File: src/hdl/imdb_pkg.sv
// Shared types and constants for the IQ magnitude DC-blocking unit.
package imdb_pkg;
	localparam int SAMPLE_FRAC = 24;
	localparam int EST_W = 40;

	typedef enum logic [2:0] {
		FMT_UC8 = 3'd0,
		FMT_SC16 = 3'd1,
		FMT_SC16Q11 = 3'd2,
		FMT_INT16 = 3'd3,
		FMT_OFF12 = 3'd4
	} fmt_t;

	typedef enum logic [1:0] {
		REG_FORMAT = 2'd0,
		REG_FEED = 2'd1,
		REG_KEEP = 2'd2
	} reg_idx_t;

	typedef struct packed {
		logic load;
		logic iir_lo;
		logic iir_hi;
		logic iir_sel_q;
		logic diff;
		logic square;
		logic sum;
		logic finish;
		logic accumulate;
	} dp_cmd_t;

	typedef struct packed {
		logic sqrt_done;
	} dp_sts_t;
endpackage

File: src/hdl/imdb_ctrl.sv
// Sequencing state machine for the IQ magnitude unit.
module imdb_ctrl (
	input logic clk,
	input logic arst_n,
	input logic in_valid,
	output logic in_ready,
	output logic out_valid,
	input logic out_ready,
	input logic is_iq,
	output imdb_pkg::dp_cmd_t cmd,
	input imdb_pkg::dp_sts_t sts
);
	import imdb_pkg::*;

	typedef enum logic [3:0] {
		ST_IDLE, ST_IIR_I, ST_IIR_IH, ST_IIR_Q, ST_IIR_QH, ST_DIFF, ST_SQ, ST_SUM, ST_SQRT,
		ST_FIN, ST_ACC
	} state_t;

	state_t state_q;
	logic out_valid_q;

	assign in_ready = (state_q == ST_IDLE) && (!out_valid_q || out_ready);
	assign out_valid = out_valid_q;

	always_comb begin
		cmd = '0;
		cmd.load = in_valid && in_ready;
		cmd.iir_lo = state_q == ST_IIR_I || state_q == ST_IIR_Q;
		cmd.iir_hi = state_q == ST_IIR_IH || state_q == ST_IIR_QH;
		cmd.iir_sel_q = state_q == ST_IIR_Q || state_q == ST_IIR_QH;
		cmd.diff = state_q == ST_DIFF;
		cmd.square = state_q == ST_SQ;
		cmd.sum = state_q == ST_SUM;
		cmd.finish = state_q == ST_FIN;
		cmd.accumulate = state_q == ST_ACC;
	end

	always_ff @(posedge clk or negedge arst_n) begin
		if (!arst_n) begin
			state_q <= ST_IDLE;
			out_valid_q <= 1'b0;
		end else begin
			if (out_valid_q && out_ready) out_valid_q <= 1'b0;
			case (state_q)
				ST_IDLE: if (in_valid && in_ready) state_q <= is_iq ? ST_IIR_I : ST_FIN;
				ST_IIR_I: state_q <= ST_IIR_IH;
				ST_IIR_IH: state_q <= ST_IIR_Q;
				ST_IIR_Q: state_q <= ST_IIR_QH;
				ST_IIR_QH: state_q <= ST_DIFF;
				ST_DIFF: state_q <= ST_SQ;
				ST_SQ: state_q <= ST_SUM;
				ST_SUM: state_q <= ST_SQRT;
				ST_SQRT: if (sts.sqrt_done) state_q <= ST_FIN;
				ST_FIN: state_q <= ST_ACC;
				ST_ACC: begin
					state_q <= ST_IDLE;
					out_valid_q <= 1'b1;
				end
				default: state_q <= ST_IDLE;
			endcase
		end
	end

	a_no_accept_busy: assert property (@(posedge clk) disable iff (!arst_n)
		state_q != ST_IDLE |-> !in_ready) else $error("accept while busy");
	a_out_after_acc: assert property (@(posedge clk) disable iff (!arst_n)
		state_q == ST_ACC |=> out_valid_q) else $error("result lost");
	a_hold_out: assert property (@(posedge clk) disable iff (!arst_n)
		out_valid_q && !out_ready |=> out_valid_q) else $error("result dropped");
endmodule

File: config.mk
export PLATFORM = sky130hd
export DESIGN_NAME = imdb_ctrl
export DESIGN_NICKNAME = d
export VERILOG_FILES = /design/src/hdl/imdb_pkg.sv /design/src/hdl/imdb_ctrl.sv
export SDC_FILE = /design/constraint.sdc
export NUM_CORES = 1
export LEC_CHECK = 0
export BUFFER_PORTS_ARGS = -buffer_cell sky130_fd_sc_hd__buf_2
export CORE_AREA = 2 2 39 41
export DETAILED_ROUTE_END_ITERATION = 6
export DIE_AREA = 0 0 41 43
export SETUP_SLACK_MARGIN = 0.2
export SYNTH_ARGS = -nofsm -noshare
export SYNTH_HDL_FRONTEND = slang
export SYNTH_SLANG_ARGS = --single-unit
File: constraint.sdc
create_clock -name clk -period 3.1 [get_ports clk]
set_input_delay 0.155 -clock clk [delete_from_list [all_inputs] [get_ports clk]]
set_output_delay 0.155 -clock clk [all_outputs]
set_load 0.03 [all_outputs]
# Word-level counts from Yosys, hierarchy flattened
# Cells that the tools add are included.
[classes]
n_eq_ne = 12
muxes = 6
reduce_logical = 11
[op_table]
columns = ["operator", "count"]
rows = [
  ["4-bit one-hot mux with 10 select lines", 1],
  ["4-bit by 3-bit equality test with 1-bit output, second input constant", 4],
  ["4-bit equality test, second input constant", 3],
  ["4-bit 2-to-1 mux", 3],
  ["4-bit by 2-bit equality test with 1-bit output, second input constant", 2],
  ["4-bit by 1-bit equality test with 1-bit output, second input constant", 1],
  ["4-bit zero test", 1],
  ["1-bit logical OR", 4],
  ["2-bit != test, second input constant", 2],
  ["1-bit logical AND", 3],
  ["1-bit 2-to-1 mux", 2],
  ["2-bit AND reduction", 1],
  ["2-bit nonzero test", 1],
  ["1-bit zero test", 1],
]
[totals]
register_bits = 5
output_inout_bits = 11
word_cells = 31

# Logic depth before layout (Yosys ltp)
[logic_depth]
depth_word = 6
mapped_depth = 4
mapped_depth_nobuf = 3

# Least setup slack after synthesis
# No wires, ideal clock.
[synth_path]
kind = "flip-flop to output port"
startpoint = "register state_q[3]"
endpoint = "output port cmd[3] (netlist bit)"
arrival_ns = 1.355
required_time_ns = 2.945
slack_ns = 1.590
path_stages_with_launch = 3
path_cell_list = "dfrtp_1 -> buf_2 -> nor3b_1"
[synth_lines]
columns = ["item", "line", "text"]
rows = [
  ["start, declared", "imdb_ctrl.sv:20", "state_t state_q;"],
  ["start signal, assigned", "imdb_ctrl.sv:46", "ST_IDLE: if (in_valid && in_ready) state_q <= is_iq ? ST_IIR_I : ST_FIN;"],
  ["end, declared", "imdb_ctrl.sv:10", "output imdb_pkg::dp_cmd_t cmd,"],
]

==> flow_summary_export.csv <==
group,metric,value,unit
timing,setup_ws,1.376,ns
floorplan,die_h,43,um
cells_and_area,diodes,0,
placed_design,place_congestion,0.7177,
cts,cts_sinks,5,
timing,fin_skew,0.002849,ns
cells_and_area,fin_util,35.53,%
worst_hold_path,hp-class,"primary input to flip-flop",
global_routing,antenna_found_initial,0,
power,leakage,0.0002456,uW
floorplan,dieArea,0.001763,mm^2
yosys,yosys-top-cells-area,"dfrtp_1 (32%), nor4b_4 (6.1%), buf_6 (5.8%), nand2_1 (5.8%), nor2_1 (5.8%)",
power,p_per_area,1154,mW/mm^2
floorplan,io_pins,17,
setup_path,end_kind,"primary output",
yosys,seq_area_frac_synth,32.05,%
setup_path,crit_fanout,13,
global_routing,grt_max_degree,16,
timing,setup_viol_count_final,0,
setup_path,worstPathRequired,2.94,ns
timing,rsz0062_at_grt,"false",
cts,cts_tree,"yes",
placed_design,place.port_buffers,16,
yosys,avgSynthCellArea,8.872,um^2
drt,drc,0,
timing,max-slew-margin-rel,62.77,%
global_routing,grt_pass1_vias,338,
run,maxCapViolations,0,
timing,finalHoldViolCount,0,
yosys,synth_seq_cells,5,
status,status,"finished, final reports clean",
cts,path_clk_slew,0.05,ns
cts,postCtsSetupBuffers,0,
drt,first_iter_violations,4,
global_routing,grt-ovfl-total,0,
timing,maxSlewViolCount,0,
setup_path,cp.arrival,1.57,ns
cells_and_area,fillCellCount,151,
yosys,synth_warnings,0,
cts,ctsHtreeMaxLevel,1,
drt,ant_nets,0,
floorplan,core-area,0.001384,mm^2
yosys,synthesis.nets,50,
cells_and_area,areaGrowthSynthToFinish,25.96,%
cells_and_area,drive_gt1_share,37.70,%
drt,first_pass_iters,4,
placed_design,pre_cts_slack,1.639,ns
cts,cts_max_path_buffers,2,
timing,fin_crit_sh,55.63,%
setup_path,startpoint_type,"flip-flop",
drt,avgViaCountPerCell,4.922,
global_routing,gr-usage-all-layers,12.36,%
yosys,synth-edff-count,0,
yosys,ys_dominant_reg_cell,"dfrtp_1",
power,irDropWorstVdd,476.0,uV
timing,timing.fmax,579.9,MHz
floorplan,rows,14,
setup_path,critical_path_class,"flip-flop to primary output",
global_routing,grt_pass1_wl,1.455,mm
drt,vias,379,
floorplan,fp.dieW,41,um
timing,period_needed,1.724,ns
cts,clock_latency,0.24,ns
floorplan,start_util,28.21,%
cts,numCtsBuffers,3,
yosys,synth_top_area_share,32.05,%
placed_design,dpl.hpwl,620.8,um
drt,wl_per_cell,11.47,um
yosys,synth.distinct_cells,22,
cts,clockRootBuffer,"clkbuf_4",
yosys,yosysTopAreaCell,"dfrtp_1",
cells_and_area,nNetsFinal,68,
timing,worst_slew_pin_slew,0.5584,ns
yosys,syn-instance-count,44,
yosys,async_flop_share,100.0,%
yosys,syn_area,390.4,um^2
drt,finalWirelength,883,um
timing,setup_tns,0,ns
-- per-stage QoR --
stage          hold slack [ns]  power [uW]  instances  instance area [um^2]
4_1_cts                 0.2155       573.5         77                 491.7
3_3_place_gp          -0.02321       483.7         72                 455.4
2_1_floorplan          -0.1406       445.8         44                 390.4
3_5_place_dp          -0.01923       490.7         72                 455.4
5_1_grt                 0.2439       615.1         77                 491.7
6_report                0.2159       567.3         77                 491.7
-- state kept, by name, indices dropped and copies added, names as in the netlist --
signal	flops
out_valid	1
state_q	4
-- cells in the mapped netlist (2+ instances only) --
cell      instances
nor2_1            6
dfrtp_1           5
o21ai_1           2
nand2_1           6
and3_1            2
nor3b_1           2
buf_6             2
a21oi_1           3
nand2b_1          3
-- what timing repair did --
action,in CTS,in global routing
hold buffers,1,0
endpoints found under the hold margin,5,0
resized for setup,0,0
-- worst max-delay path, stage by stage, from the launching register on --
cell,delay (ns)
dfrtp_1,0.63
nand2_1,0.12
or2_1,0.24
a21oi_1,0.12
buf_2,0.21
-- cells in the final DEF, fill, tap and decap left out, types with 2 or more instances in the layout --
cell type	n
o21ai_1	2
buf_2	16
nand2b_1	3
and3_1	2
dfrtp_1	5
a21oi_1	3
nor2_1	6
nand2_1	6
nor3b_1	2
clkbuf_4	3
-- power by group --
part	total (uW)	leakage (uW)	switching, uW	internal, uW
Combinational	320	0.000166	194	126
Clock	77.1	0.0000150	28.3	48.8
Sequential	170	0.0000642	79.5	90.8
-- metal layers --
layer	routed length, um	GRT usage (%)
met5	0	0
met2	436	16.88
met4	0	8.000
met1	387	15.48
met3	59	4.712
-- final cells by class --
type	instances	area, um^2	share of cell area (%)
clock buffers	4	26.28	5.344
multi-input cells	35	230.2	46.82
flip-flops and latches	5	125.1	25.45
well taps	16	20.02	4.071
repair buffers	17	90.09	18.32
-- path summary, 6_finish.rpt --
check                                  end  slack, ns  startpoint  cells after the start
worst max-delay path                cmd[5]       1.38  state_q[0]                      4
worst min-delay path            state_q[3]       0.22    in_valid                      3
max in group asynchronous       state_q[0]       2.70      arst_n                      2
min in group asynchronous       state_q[3]       0.25      arst_n                      2
worst max register to register  state_q[3]       1.82  state_q[3]                      3
worst min register to register   out_valid       0.59   out_valid                      2
-- cell families (layout without fill, tap and decap cells) --
group | Yosys count | in the layout | synth area share, %
and+or+nand+nor | 25 | 25 | 41.67
AOI/OAI and AO/OA | 9 | 9 | 15.07
DFF | 5 | 5 | 32.05
buffers and inverters | 4 | 21 | 8.973
xor gates and xnor gates | 1 | 1 | 2.244
No activity file was read; power rests on OpenSTA's default activity.
